==> src/sv/vcsr_pkg.sv <==
// Shared constants, result kind codes and the command type for the voxel column encoder.
// Depends on nothing; every other file of the block imports it.
`default_nettype none

package vcsr_pkg;

   localparam int COLUMN_HEIGHT = 256;

   // Run counters hold values up to the column height.
   localparam int RUN_W = $clog2(COLUMN_HEIGHT + 1);
   // Width of the count of solid run words one run needs, ceil(solid / 63).
   localparam int CHUNK_W = $clog2(COLUMN_HEIGHT / 63 + 2);

   localparam int COUNT_W = 11;
   localparam int COUNT_MAX = 2047;
   localparam int HDR_W = 9;
   localparam int HDR_MAX = 511;
   localparam int SOLID_RUN_MAX = 63;
   localparam int SKIP_RUN_MAX = 1023;
   localparam int COLOUR_W = 15;
   localparam int NEIGHBOUR_W = 26;

   localparam int FIFO_DEPTH = 4;
   localparam int FIFO_AW = $clog2(FIFO_DEPTH);

   localparam logic [1:0] KIND_RUN = 2'd0;
   localparam logic [1:0] KIND_TEXTURE = 2'd1;
   localparam logic [1:0] KIND_HEADER = 2'd2;

   // One classified voxel: which result words it causes and what they carry.
   typedef struct packed {
      logic                tex_valid;
      logic [COLOUR_W-1:0] colour;
      logic                flush_valid;
      logic [RUN_W-1:0]    skip;
      logic [RUN_W-1:0]    solid;
      logic                hdr_valid;
      logic [HDR_W-1:0]    run_count;
      logic [HDR_W-1:0]    texture_count;
      logic [31:0]         offset;
   } cmd_type;

endpackage

`default_nettype wire

==> src/sv/voxel_column_surface_rle_unit.sv <==
// Voxel column surface run-length encoder: one voxel word a cycle in while full is low,
// result words out. A command passes the queue and the command register before output.
// Throughput: one voxel per cycle while each causes at most one word and pop keeps up;
// a voxel with more words holds the back end longer; the 4-entry queue absorbs bursts.
// Reset (synchronous, active high) clears the run and column counters, the column start
// offset, the queue and the output register.
`default_nettype none

module voxel_column_surface_rle_unit
   import vcsr_pkg::*;
(
   input  wire logic                   clock,
   input  wire logic                   reset,
   // Input side: a voxel word is taken when push is high and full is low.
   input  wire logic                   push,
   output logic                        full,
   input  wire logic [15:0]            req_voxel_word,
   input  wire logic [NEIGHBOUR_W-1:0] req_neighbours_solid,
   input  wire logic                   req_last_in_column,
   // Result side: the oldest result word is shown while empty is low.
   output logic                        empty,
   input  wire logic                   pop,
   output logic [1:0]                  rsp_kind,
   output logic [15:0]                 rsp_word,
   output logic [HDR_W-1:0]            rsp_run_count,
   output logic [HDR_W-1:0]            rsp_texture_count,
   output logic [31:0]                 rsp_column_offset,
   output logic                        rsp_last_of_run
);

   // The front end sees every voxel, decides whether it is a surface voxel and keeps the
   // counters, so it takes a new word every cycle the queue is not full. Each voxel that
   // causes output is reduced to one command: an optional texture word, an optional run
   // flush and an optional column header with its counts and offset already worked out.
   logic    accept;
   logic    cmd_push;
   cmd_type cmd;
   cmd_type head;
   logic    fifo_empty;
   logic    fifo_full;
   logic    fifo_pop;
   logic    rsp_valid;

   assign accept = push && !fifo_full;
   assign full = fifo_full;
   assign empty = !rsp_valid;

   vcsr_front u_front (
      .clock            (clock),
      .reset            (reset),
      .accept           (accept),
      .voxel_word       (req_voxel_word),
      .neighbours_solid (req_neighbours_solid),
      .last_in_column   (req_last_in_column),
      .cmd              (cmd),
      .cmd_push         (cmd_push)
   );

   // The queue lets the front end keep taking voxels while the back end spells out a
   // long run flush or waits on a stalled consumer.
   vcsr_fifo u_fifo (
      .clock    (clock),
      .reset    (reset),
      .push     (cmd_push),
      .push_cmd (cmd),
      .pop      (fifo_pop),
      .head     (head),
      .empty    (fifo_empty),
      .full     (fifo_full)
   );

   // The back end turns a command into output register words, one per cycle unless stalled.
   vcsr_back u_back (
      .clock             (clock),
      .reset             (reset),
      .head              (head),
      .fifo_empty        (fifo_empty),
      .fifo_pop          (fifo_pop),
      .rsp_pop           (pop),
      .rsp_valid         (rsp_valid),
      .rsp_kind          (rsp_kind),
      .rsp_word          (rsp_word),
      .rsp_run_count     (rsp_run_count),
      .rsp_texture_count (rsp_texture_count),
      .rsp_column_offset (rsp_column_offset),
      .rsp_last_of_run   (rsp_last_of_run)
   );

`ifndef SYNTHESIS
   // A column header always closes the words of its voxel.
   a_header_is_last : assert property (@(posedge clock) disable iff (reset)
      (!empty && (rsp_kind == KIND_HEADER)) |-> rsp_last_of_run)
      else $error("column header without last_of_run");

   // Only a header carries counts and an offset.
   a_counts_header_only : assert property (@(posedge clock) disable iff (reset)
      (!empty && (rsp_kind != KIND_HEADER)) |->
         ((rsp_run_count == '0) && (rsp_texture_count == '0) && (rsp_column_offset == '0)))
      else $error("counts on a word that is not a header");

   // A texture word is a 15-bit colour.
   a_texture_colour : assert property (@(posedge clock) disable iff (reset)
      (!empty && (rsp_kind == KIND_TEXTURE)) |-> !rsp_word[15])
      else $error("texture word with bit 15 set");
`endif

endmodule

`default_nettype wire

==> src/sv/vcsr_front.sv <==
// Front end: classifies each voxel, keeps the run and column counters, builds commands.
// Depends on vcsr_pkg.
`default_nettype none

module vcsr_front
   import vcsr_pkg::*;
(
   input  wire logic                   clock,
   input  wire logic                   reset,
   input  wire logic                   accept,
   input  wire logic [15:0]            voxel_word,
   input  wire logic [NEIGHBOUR_W-1:0] neighbours_solid,
   input  wire logic                   last_in_column,
   output cmd_type                     cmd,
   output logic                        cmd_push
);

   localparam logic [RUN_W-1:0] HEIGHT = RUN_W'(COLUMN_HEIGHT);

   logic [RUN_W-1:0]   skip_ff, skip_in;
   logic [RUN_W-1:0]   solid_ff, solid_in;
   logic [5:0]         mod_ff, mod_in;
   logic [CHUNK_W-1:0] chunks_ff, chunks_in;
   logic [COUNT_W-1:0] runs_ff, runs_in;
   logic [COUNT_W-1:0] tex_ff, tex_in;
   logic [31:0]        start_ff, start_in;

   logic               kept;
   logic               solid_at_max;
   logic [RUN_W-1:0]   solid_inc;
   logic [5:0]         mod_inc;
   logic [CHUNK_W-1:0] chunks_inc;
   logic [RUN_W-1:0]   skip_inc;
   logic               flush_valid;
   logic [RUN_W-1:0]   flush_solid;
   logic [CHUNK_W-1:0] flush_chunks;
   logic               skip_split;
   logic [CHUNK_W:0]   new_runs;
   logic [COUNT_W:0]   runs_sum;
   logic [COUNT_W-1:0] runs_new;
   logic [COUNT_W-1:0] tex_new;
   logic [31:0]        next_start;

   always_comb begin
      kept = voxel_word[15] && (neighbours_solid != '1);

      // The solid run also tracks its length modulo 63 and the words it will need.
      solid_at_max = (solid_ff == HEIGHT);
      solid_inc = solid_at_max ? solid_ff : solid_ff + 1'b1;
      if (solid_at_max) begin
         mod_inc = mod_ff;
         chunks_inc = chunks_ff;
      end else begin
         mod_inc = (mod_ff == 6'(SOLID_RUN_MAX - 1)) ? 6'd0 : mod_ff + 6'd1;
         chunks_inc = (mod_ff == 6'd0) ? chunks_ff + 1'b1 : chunks_ff;
      end
      skip_inc = (skip_ff == HEIGHT) ? skip_ff : skip_ff + 1'b1;

      // A kept voxel closes its run only at the column end.
      flush_valid = kept ? last_in_column : (solid_ff != '0);
      flush_solid = kept ? solid_inc : solid_ff;
      flush_chunks = kept ? chunks_inc : chunks_ff;
      skip_split = (16'(skip_ff) > 16'(SKIP_RUN_MAX));
      new_runs = flush_valid ? ((CHUNK_W+1)'(flush_chunks) + (CHUNK_W+1)'(skip_split))
                             : '0;

      runs_sum = (COUNT_W+1)'(runs_ff) + (COUNT_W+1)'(new_runs);
      runs_new = (runs_sum > (COUNT_W+1)'(COUNT_MAX)) ? COUNT_W'(COUNT_MAX)
                                                      : runs_sum[COUNT_W-1:0];
      tex_new = (kept && (tex_ff != COUNT_W'(COUNT_MAX))) ? tex_ff + 1'b1 : tex_ff;
      next_start = start_ff + 32'd2 + 32'(runs_new) + 32'(tex_new);

      cmd.tex_valid = kept;
      cmd.colour = voxel_word[COLOUR_W-1:0];
      cmd.flush_valid = flush_valid;
      cmd.skip = skip_ff;
      cmd.solid = flush_solid;
      cmd.hdr_valid = last_in_column;
      cmd.run_count = (runs_new > COUNT_W'(HDR_MAX)) ? HDR_W'(HDR_MAX)
                                                     : runs_new[HDR_W-1:0];
      cmd.texture_count = (tex_new > COUNT_W'(HDR_MAX)) ? HDR_W'(HDR_MAX)
                                                        : tex_new[HDR_W-1:0];
      cmd.offset = start_ff;
      cmd_push = accept && (kept || flush_valid || last_in_column);

      skip_in = skip_ff;
      solid_in = solid_ff;
      mod_in = mod_ff;
      chunks_in = chunks_ff;
      runs_in = runs_ff;
      tex_in = tex_ff;
      start_in = start_ff;
      if (accept) begin
         if (last_in_column) begin
            skip_in = '0;
            solid_in = '0;
            mod_in = '0;
            chunks_in = '0;
            runs_in = '0;
            tex_in = '0;
            start_in = next_start;
         end else if (kept) begin
            solid_in = solid_inc;
            mod_in = mod_inc;
            chunks_in = chunks_inc;
            tex_in = tex_new;
         end else begin
            runs_in = runs_new;
            if (flush_valid) begin
               // The flush clears the skip count, then this voxel counts as one skip.
               skip_in = RUN_W'(1);
               solid_in = '0;
               mod_in = '0;
               chunks_in = '0;
            end else begin
               skip_in = skip_inc;
            end
         end
      end
   end

   always_ff @(posedge clock) begin
      if (reset) begin
         skip_ff <= '0;
         solid_ff <= '0;
         mod_ff <= '0;
         chunks_ff <= '0;
         runs_ff <= '0;
         tex_ff <= '0;
         start_ff <= '0;
      end else begin
         skip_ff <= skip_in;
         solid_ff <= solid_in;
         mod_ff <= mod_in;
         chunks_ff <= chunks_in;
         runs_ff <= runs_in;
         tex_ff <= tex_in;
         start_ff <= start_in;
      end
   end

endmodule

`default_nettype wire

==> src/sv/vcsr_fifo.sv <==
// Short command queue between the front end and the back end.
// Depends on vcsr_pkg.
`default_nettype none

module vcsr_fifo
   import vcsr_pkg::*;
(
   input  wire logic    clock,
   input  wire logic    reset,
   input  wire logic    push,
   input  wire cmd_type push_cmd,
   input  wire logic    pop,
   output cmd_type      head,
   output logic         empty,
   output logic         full
);

   cmd_type            mem_ff [FIFO_DEPTH];
   logic [FIFO_AW-1:0] wr_ptr_ff, wr_ptr_in;
   logic [FIFO_AW-1:0] rd_ptr_ff, rd_ptr_in;
   logic [FIFO_AW:0]   count_ff, count_in;
   logic               do_push;
   logic               do_pop;

   always_comb begin
      empty = (count_ff == '0);
      full = (count_ff == (FIFO_AW+1)'(FIFO_DEPTH));
      do_push = push && !full;
      do_pop = pop && !empty;
      head = mem_ff[rd_ptr_ff];
      wr_ptr_in = do_push ? wr_ptr_ff + 1'b1 : wr_ptr_ff;
      rd_ptr_in = do_pop ? rd_ptr_ff + 1'b1 : rd_ptr_ff;
      count_in = count_ff + (FIFO_AW+1)'(do_push) - (FIFO_AW+1)'(do_pop);
   end

   always_ff @(posedge clock) begin
      if (do_push) begin
         mem_ff[wr_ptr_ff] <= push_cmd;
      end
   end

   always_ff @(posedge clock) begin
      if (reset) begin
         wr_ptr_ff <= '0;
         rd_ptr_ff <= '0;
         count_ff <= '0;
      end else begin
         wr_ptr_ff <= wr_ptr_in;
         rd_ptr_ff <= rd_ptr_in;
         count_ff <= count_in;
      end
   end

endmodule

`default_nettype wire

==> src/sv/vcsr_back.sv <==
// Back end: expands one command into its result words and holds the output register.
// Depends on vcsr_pkg.
`default_nettype none

module vcsr_back
   import vcsr_pkg::*;
(
   input  wire logic        clock,
   input  wire logic        reset,
   input  wire cmd_type     head,
   input  wire logic        fifo_empty,
   output logic             fifo_pop,
   input  wire logic        rsp_pop,
   output logic             rsp_valid,
   output logic [1:0]       rsp_kind,
   output logic [15:0]      rsp_word,
   output logic [HDR_W-1:0] rsp_run_count,
   output logic [HDR_W-1:0] rsp_texture_count,
   output logic [31:0]      rsp_column_offset,
   output logic             rsp_last_of_run
);

   cmd_type          cur_ff, cur_in, after;
   logic             valid_ff, valid_in;
   logic [1:0]       kind_ff, kind_in;
   logic [15:0]      word_ff, word_in;
   logic [HDR_W-1:0] rc_ff, rc_in;
   logic [HDR_W-1:0] tc_ff, tc_in;
   logic [31:0]      off_ff, off_in;
   logic             last_ff, last_in;

   logic             busy;
   logic             step;
   logic             load;
   logic [15:0]      skip_x;
   logic [15:0]      solid_x;

   always_comb begin
      busy = cur_ff.tex_valid || cur_ff.flush_valid || cur_ff.hdr_valid;
      step = busy && (!valid_ff || rsp_pop);
      skip_x = 16'(cur_ff.skip);
      solid_x = 16'(cur_ff.solid);

      after = cur_ff;
      kind_in = KIND_RUN;
      word_in = '0;
      rc_in = '0;
      tc_in = '0;
      off_in = '0;
      // Texture first, then the run words, then the header.
      if (cur_ff.tex_valid) begin
         kind_in = KIND_TEXTURE;
         word_in = {1'b0, cur_ff.colour};
         after.tex_valid = 1'b0;
      end else if (cur_ff.flush_valid) begin
         if (skip_x > 16'(SKIP_RUN_MAX)) begin
            word_in = 16'(SKIP_RUN_MAX);
            after.skip = cur_ff.skip - RUN_W'(SKIP_RUN_MAX);
         end else if (solid_x > 16'(SOLID_RUN_MAX)) begin
            word_in = {6'(SOLID_RUN_MAX), skip_x[9:0]};
            after.solid = cur_ff.solid - RUN_W'(SOLID_RUN_MAX);
            after.skip = '0;
         end else begin
            word_in = {solid_x[5:0], skip_x[9:0]};
            after.flush_valid = 1'b0;
         end
      end else begin
         kind_in = KIND_HEADER;
         rc_in = cur_ff.run_count;
         tc_in = cur_ff.texture_count;
         off_in = cur_ff.offset;
         after.hdr_valid = 1'b0;
      end
      last_in = !(after.tex_valid || after.flush_valid || after.hdr_valid);

      // The next command loads in the same cycle as the last word of this one.
      load = (!busy || (step && last_in)) && !fifo_empty;
      fifo_pop = load;
      if (load) begin
         cur_in = head;
      end else if (step) begin
         cur_in = after;
      end else begin
         cur_in = cur_ff;
      end

      if (step) begin
         valid_in = 1'b1;
      end else if (rsp_pop) begin
         valid_in = 1'b0;
      end else begin
         valid_in = valid_ff;
      end

      rsp_valid = valid_ff;
      rsp_kind = kind_ff;
      rsp_word = word_ff;
      rsp_run_count = rc_ff;
      rsp_texture_count = tc_ff;
      rsp_column_offset = off_ff;
      rsp_last_of_run = last_ff;
   end

   always_ff @(posedge clock) begin
      if (reset) begin
         cur_ff.tex_valid <= 1'b0;
         cur_ff.flush_valid <= 1'b0;
         cur_ff.hdr_valid <= 1'b0;
         valid_ff <= 1'b0;
      end else begin
         cur_ff <= cur_in;
         valid_ff <= valid_in;
      end
   end

   always_ff @(posedge clock) begin
      if (step) begin
         kind_ff <= kind_in;
         word_ff <= word_in;
         rc_ff <= rc_in;
         tc_ff <= tc_in;
         off_ff <= off_in;
         last_ff <= last_in;
      end
   end

endmodule

`default_nettype wire

==> config.mk <==
export PLATFORM = sky130hd
export DESIGN_NAME = voxel_column_surface_rle_unit
export DESIGN_NICKNAME = d
export VERILOG_FILES = /design/src/sv/vcsr_pkg.sv /design/src/sv/voxel_column_surface_rle_unit.sv /design/src/sv/vcsr_front.sv /design/src/sv/vcsr_fifo.sv /design/src/sv/vcsr_back.sv
export SDC_FILE = /design/constraint.sdc
export NUM_CORES = 1
export LEC_CHECK = 0
export BUFFER_PORTS_ARGS = -buffer_cell sky130_fd_sc_hd__buf_2
export CAP_MARGIN = 10
export CELL_PAD_IN_SITES_DETAIL_PLACEMENT = 0
export CELL_PAD_IN_SITES_GLOBAL_PLACEMENT = 1
export CORE_MARGIN = 1
export CORE_UTILIZATION = 56
export CTS_CLUSTER_SIZE = 24
export DETAILED_ROUTE_END_ITERATION = 8
export GPL_ROUTABILITY_DRIVEN = 1
export GPL_TIMING_DRIVEN = 0
export PLACE_DENSITY = 0.81
export SETUP_SLACK_MARGIN = 0.5
export SYNTH_ARGS = -nofsm -noshare
export SYNTH_HDL_FRONTEND = slang
export SYNTH_SLANG_ARGS = --single-unit
export TNS_END_PERCENT = 50
==> constraint.sdc <==
create_clock -name clock -period 9.9 [get_ports clock]
set_clock_uncertainty 0.05 [all_clocks]
set_input_delay 0 -clock clock [delete_from_list [all_inputs] [get_ports clock]]
set_output_delay 0 -clock clock [all_outputs]
set_load 0.005 [all_outputs]
Word-level counts from Yosys, hierarchy flattened
Memory sizes are Yosys's and may differ from the RTL's. A register that Yosys moved wholly into a read port is not among the register bits.
Index checks and enable logic that the tools add are counted.
- flip-flop bits (word level): 244
- bits in latches: 0
- bits in writable memories: 344
- memory bits (read-only): 0
- output and inout bits: 71
- memories kept: 1
- add/subtract/negate cells: 14
- multiply operators: 0
- divide/modulo/power cells: 0
- order comparisons: 4
- eq/ne operators: 10
- shift-type cells: 0
- mux-type cells: 47
- bitwise gates (word level): 2
- reduce and logical (&&, ||, !) cells: 40
- memory list (name ; depth ; width ; rd ports ; clocked after memory_dff ; wr ports ; line ; source):
    u_fifo.mem_ff ; 4 ; 86 ; 1 ; 1 ; 1 ; vcsr_fifo.sv:18 ; cmd_type mem_ff [FIFO_DEPTH];
- operator list (operator ; count):
    two-way mux 86 bit ; 2
    two-way mux 9 bit ; 11
    two-way mux 11 bit ; 6
    adder 32 x 11 -> 32 bit ; 2
    adder 32 x 2 -> 32 bit, second input constant ; 1
    two-way mux 15 bit ; 2
    two-way mux 6 bit ; 5
    inequality test 26 bit, second input constant ; 1
    greater-than comparator 11 x 9 -> 1 bit, second input constant ; 2
    two-way mux 3 bit ; 7
    two-way mux 20 bit ; 1
    two-way mux 19 bit ; 1
    adder 9 x 1 -> 9 bit, second input constant ; 2
    equality test 9 bit, second input constant ; 2
    two-way mux 18 bit ; 1
    two-way mux 16 bit ; 1
    adder 11 x 4 -> 12 bit ; 1
    greater-than comparator 12 x 11 -> 1 bit, second input constant ; 1
    adder 11 x 1 -> 11 bit, second input constant ; 1
    inequality test 11 bit, second input constant ; 1
    AND reduction 2 bit ; 5
    nonzero test 2 bit ; 5
    greater-than comparator 9 x 6 -> 1 bit, second input constant ; 1
    logical AND 1 bit ; 9
    23 further kinds ; 46

Logic depth before layout (Yosys ltp)
- depth after elaboration: 12
- gate-level depth with buffers: 26

Cells and area by module
Synthesis repeated with hierarchy kept, for this count alone.
- cells, all modules: 1673
- area, all modules: 25026.5 µm²
- modules (own cells, without submodules) (module ; instances ; cells each ; area an instance (µm²)):
    vcsr_fifo ; 1 ; 501 ; 12909.9
    vcsr_back ; 1 ; 406 ; 6238.5
    vcsr_front ; 1 ; 764 ; 5860.6
    voxel_column_surface_rle_unit ; 1 ; 2 ; 17.5

Worst setup path before layout
Ideal clock, no wire load.
- kind: flip-flop to flip-flop
- from: register u_front.solid_ff[0]
- to: register u_front.start_ff[22]
- arrival: 5.552 ns
- data required time: 9.722 ns
- path slack: 4.170 ns
- cell stages (with the launch flop): 27
- buffers on the path: 2
- clock period less this slack: 5.730 ns
- cells stage by stage: dfxtp_1 -> inv_1 -> ha_1 -> nor4b_2 -> nand3_1 -> and2_1 -> clkbuf_1 -> o22ai_1 -> nand2_1 -> o21ai_0 -> ha_1 -> a21o_1 -> a21oi_1 -> or3_1 -> clkbuf_1 -> nand2b_1 -> fa_1 -> inv_1 -> ha_1 -> or2_2 -> fa_1 -> a211oi_1 -> o211ai_1 -> nand3_1 -> a2111oi_0 -> xnor2_1 -> nor2_1
- longest elaborated chain between the ends: 9
- elaborated cells between the ends (all ways): 11
- classes of those cells: 3 x add/sub; 1 x order compare; 1 x eq/ne; 5 x mux; 1 x reduce/logical
- RTL lines (what ; line ; source):
    start: declaration ; vcsr_front.sv:21 ; logic [RUN_W-1:0] solid_ff, solid_in;
    start signal: assignment ; vcsr_front.sv:133 ; solid_ff <= solid_in;
    equality test 9 bit ; vcsr_front.sv:48 ; solid_at_max = (solid_ff == HEIGHT);
    two-way mux 3 bit ; vcsr_front.sv:50 ; if (solid_at_max) begin
    two-way mux 3 bit ; vcsr_front.sv:62 ; flush_chunks = kept ? chunks_inc : chunks_ff;
    two-way mux 3 bit (*) ; vcsr_front.sv:64 ; new_runs = flush_valid ? ((CHUNK_W+1)'(flush_chunks) + (CHUNK_W+1)'(skip_split))
    adder 11 x 4 -> 12 bit (*) ; vcsr_front.sv:67 ; runs_sum = (COUNT_W+1)'(runs_ff) + (COUNT_W+1)'(new_runs);
    greater-than comparator 12 x 11 -> 1 bit ; vcsr_front.sv:68 ; runs_new = (runs_sum > (COUNT_W+1)'(COUNT_MAX)) ? COUNT_W'(COUNT_MAX)
    two-way mux 11 bit (*) ; vcsr_front.sv:68 ;
    adder 32 x 11 -> 32 bit (*) (2 in series) ; vcsr_front.sv:71 ; next_start = start_ff + 32'd2 + 32'(runs_new) + 32'(tex_new);
    end signal: assignment ; vcsr_front.sv:138 ; start_ff <= start_in;
    end: declaration ; vcsr_front.sv:26 ; logic [31:0] start_ff, start_in;
Every way passes the cells marked *; elsewhere a longest branch is shown, timed or not.
A chain may end at the register's enable or synchronous reset.

Worst setup path after layout
Same ends and word-level chain as after synthesis.

==> impl_summary.md <==
Logic synthesis
In this run, distinct cell masters in the synthesized netlist total 76. The synthesized area divided by synthesized cell count is roughly 15 um2. The cell area after synthesis is approximately 25000 um2. The async set-or-reset flop fraction in the synthesized netlist is 0%. The cell type with the largest total area after synthesis is edfxtp_1. The net count after synthesis is between 1500 and 2000. The register area share after synthesis is 68.3%. The area share of the largest cell type after synthesis is between 60% and 70%. The synthesized flop and latch total is 590. Sorting the synthesized cells by area gives the leading types as edfxtp_1 (61%), mux4_2 (7.9%), dfxtp_1 (7.7%).

In the synthesized netlist, the number of instances is 1602. The prevailing post-synth register cell is edfxtp_1. The count of synthesis-stage warnings from yosys is 0. Yosys mapped a number of flops with a built-in enable equal to around 500.

STA
The slack of the critical path is between 2 and 3 ns. The total count of max-transition violations in the final report is 0. The share of the clock period used by the worst path after layout is 73.2%.

The post-layout minimum cycle time is 7.24 ns. For this run, the top clock speed supported by timing is 0.138 GHz. The number of failing hold endpoints at the final stage is 0. The measured slew at the worst slew-check pin is roughly 1.1 ns. The relative slew slack is between 20% and 30%. Setup total negative slack on the finished layout was measured at 0 ns. Setup violations remaining at the end of the flow were counted as 0.

Setup repair after global routing left no endpoint under its margin.

Power and ir drop
The largest voltage drop on the vdd net is approximately 180 uV. The leakage power of the design is just under 0.01 uW. The total power of the final layout is between 7000 and 8000 uW. In this run the power density over the cells is about 270 nW/um2.

Worst setup path
STA classifies the critical path endpoint as a flop. For the worst setup path, the data required time is 10.32 ns. The worst-path cell with the longest stage delay is nor4b_2. For the worst flop-to-flop path, the logic depth is 26.

The worst setup path is launched from a flop. For flop-to-flop paths, the worst setup slack is ~2.7 ns. The setup path with the least slack is of type reg -> reg. Among the stages of the critical path, the cell type that occurs most often is ha_1. The largest single stage delay on the critical path is 0.54 ns. The data arrival at the endpoint of the critical path is ~7.7 ns. The largest fanout of any net on the critical path is 10.

Clock network
The clock latency at the later pin of the worst-skew pair is between 0.6 and 0.7 ns. The clock slew seen by the registers of the worst setup and hold paths is approximately 0.06 ns. Buffers inserted during clock tree synthesis total 57. The H-tree depth is 2. The maximum clock insertion buffer count is 3. In this run, post-CTS repair resized a total of 0 instances. The tree built by TritonCTS fans out to 590 sinks. The CTS tree is done. The tree is rooted in a clkbuf_16.

Job
Max-cap violations in this run came to 0.

Routing
The remaining routing DRC violations is 0. Wires add up to around 51000 um. The count of nets left with antenna violations once routing finished came out at 0.

The first TritonRoute pass finished after 7 iterations. After detailed routing, the average wire length per cell comes to 20.8 um. The detailed router finished its first iteration with 1057 violations. Across all layers, the routed design uses approximately 14000 vias. The via-per-instance ratio is a little under 6.

Layout
The repair_antennas step left the layout with diodes totalling 0. From synthesis to final layout, the design area changed by 15.3%. The number of fillers in the final layout is ~3100. The post-route netlist has a little under a fifth of its cells at a drive strength greater than 1. For this run, the post-layout net count is about 1900.

Run status
The run finished with clean final reports.

Floorplan
The row count is 76. The die covers ~45000 um2. The vertical die dimension is roughly 210 um. The width of the die is 211 um.

approximately 120 I/O pins were placed. The core footprint is 43200 um2. The initial utilization of the core area, before any placement, comes to 56.9%.

Global route
The global router's overall resource usage is a little under a quarter. The number of antenna violations at the first check in global routing was 0. The via count of the first global-routing pass is roughly 14000.

Entering global routing, the biggest net connects 57 pins. The first global-routing pass estimated ~80000 um of wire. Global routing finished with a remaining overflow of 0.

Placement
Detailed placement finished with a half-perimeter wire length of 33700 um. In this run the tool buffered the top-level ports with 117 buffer cells. OpenSTA, run right after detailed placement, puts the worst setup slack at 2.79 ns. Routability-driven placement finished with a final weighted congestion of 0.902.

Hold path
The number of cells on the worst hold path is 2. The type of the most critical hold path is in -> reg.
cell usage after synthesis, drive strengths merged (6+ instances only):
| library cell | number |
|---|---|
| nor2b | 8 |
| mux2 | 9 |
| nand3 | 49 |
| dfxtp | 94 |
| a311oi | 8 |
| edfxtp | 496 |
| nand2 | 103 |
| or4 | 9 |
| nor2 | 81 |
| a211oi | 16 |
| fa | 13 |
| and3 | 14 |
| xnor2 | 44 |
| a22o | 11 |
| nand4 | 16 |
| a21o | 6 |
| o21ai | 34 |
| ha | 33 |
| nor4 | 12 |
| a22oi | 12 |
| xor2 | 15 |
| buf | 17 |
| o31ai | 19 |
| and2 | 136 |
| a31oi | 6 |
| nor3 | 20 |
| or3 | 23 |
| nand2b | 9 |
| mux4 | 86 |
| a21oi | 47 |
| inv | 29 |
| clkbuf | 63 |
per-layer routing:
metal / track usage, % / wire length [um]
met5: 0 / 0
met4: 6.52 / 1090
met3: 3.98 / 3130
met2: 36.3 / 23600
met1: 34.1 / 23100
cell families (layout without fill, tap and decap cells):
family | after synthesis | in the layout | share of synthesized area, %
mux | 97 | 97 | 8.39
flops | 590 | 590 | 68.3
buf+inv | 110 | 364 | 1.79
simple gates | 500 | 500 | 11.0
xor+xnor | 59 | 59 | 2.11
fa+ha+maj | 46 | 46 | 2.74
compound gates | 200 | 200 | 5.67
power by group:
group	leakage, uW	internal (uW)	switching, uW	total, uW
clock network	0.000954	1350	905	2250
registers	0.00543	3390	143	3540
logic	0.00339	784	1090	1870
total	0.00977	5520	2140	7660
worst paths after layout:
check                                         from                                 to
setup / recovery  u_front.solid_ff[0]$_SDFFE_PP0P_  u_front.start_ff[22]$_SDFFE_PP0P_
hold / removal                   req_voxel_word[4]     u_fifo.mem_ff[3][74]$_DFFE_PP_
setup reg to reg  u_front.solid_ff[0]$_SDFFE_PP0P_  u_front.start_ff[22]$_SDFFE_PP0P_
hold reg to reg    u_front.runs_ff[0]$_SDFFE_PP0P_    u_front.runs_ff[0]$_SDFFE_PP0P_
per-stage QoR:
step	cells	utilization (%)	cell area [um2]	hold slack, ns
6_report	2441	65.6	28300	0.0906
5_1_grt	2441	65.6	28300	0.0683
4_1_cts	2441	65.6	28300	0.0536
3_5_place_dp	2315	60.5	26100	0.169
3_3_place_gp	2304	59.9	25900	0.160
2_1_floorplan	1602	-	24500	0.0489
sequential cells by signal, indices dropped and copies added, names as in the netlist, 6 cells and up, named ones only:
name / count
u_front.solid_ff: 9
u_front.mod_ff: 6
u_front.tex_ff: 11
u_back.rsp_column_offset: 32
u_fifo.mem_ff: 344
u_back.cur_ff: 21
u_front.skip_ff: 9
u_front.runs_ff: 11
u_back.after: 65
u_front.start_ff: 32
u_back.rsp_word: 16
u_back.rsp_run_count: 9
u_back.rsp_texture_count: 9
timing repair:
item / 4_1_cts / 5_1_grt
endpoints found under the hold margin: 86 / 0
hold buffers: 21 / 0
buffers inserted: 0 / 0
worst max-delay path: cells and delay by family (launching register included):
kind / cells / cell delay [ns]
flops: 1 / 0.36
simple gates: 9 / 2.46
fa+ha+maj: 5 / 1.64
buf+inv: 4 / 0.67
compound gates: 7 / 1.73
xor+xnor: 1 / 0.20
area by class of cell:
type | instances | area [um2] | share of cell area [%]
clock buffers | 77 | 1560 | 5.52
repair buffers | 149 | 1010 | 3.57
inverters | 30 | 113 | 0.398
well taps | 585 | 732 | 2.59
clock inverters | 28 | 424 | 1.50
multi-input cells | 902 | 7370 | 26.0
flip-flops and latches | 590 | 16800 | 59.3
plain buffers | 80 | 328 | 1.16
placed cells by master, fill, tap and decap left out, types with 6 or more instances in the layout:
master,n
a211oi_1,16
a21o_1,6
a21oi_1,46
a22o_1,11
a22oi_1,12
a311oi_1,8
a31oi_1,6
and2_1,131
and3_1,14
buf_1,8
buf_2,125
bufinv_16,9
clkbuf_1,76
clkbuf_16,57
clkbuf_8,6
clkinv_1,7
dfxtp_1,94
dlygate4sd3_1,21
edfxtp_1,496
fa_1,13
ha_1,33
inv_1,27
mux2_2,9
mux4_2,86
nand2_1,103
nand2b_1,9
nand3_1,49
nand4_1,15
nor2_1,79
nor2b_1,8
nor3_1,19
nor4_1,9
o21ai_0,32
o31ai_1,19
or3_1,23
or4_1,7
xnor2_1,44
xor2_1,15
Note: power is estimated with default switching activity, not from simulation.
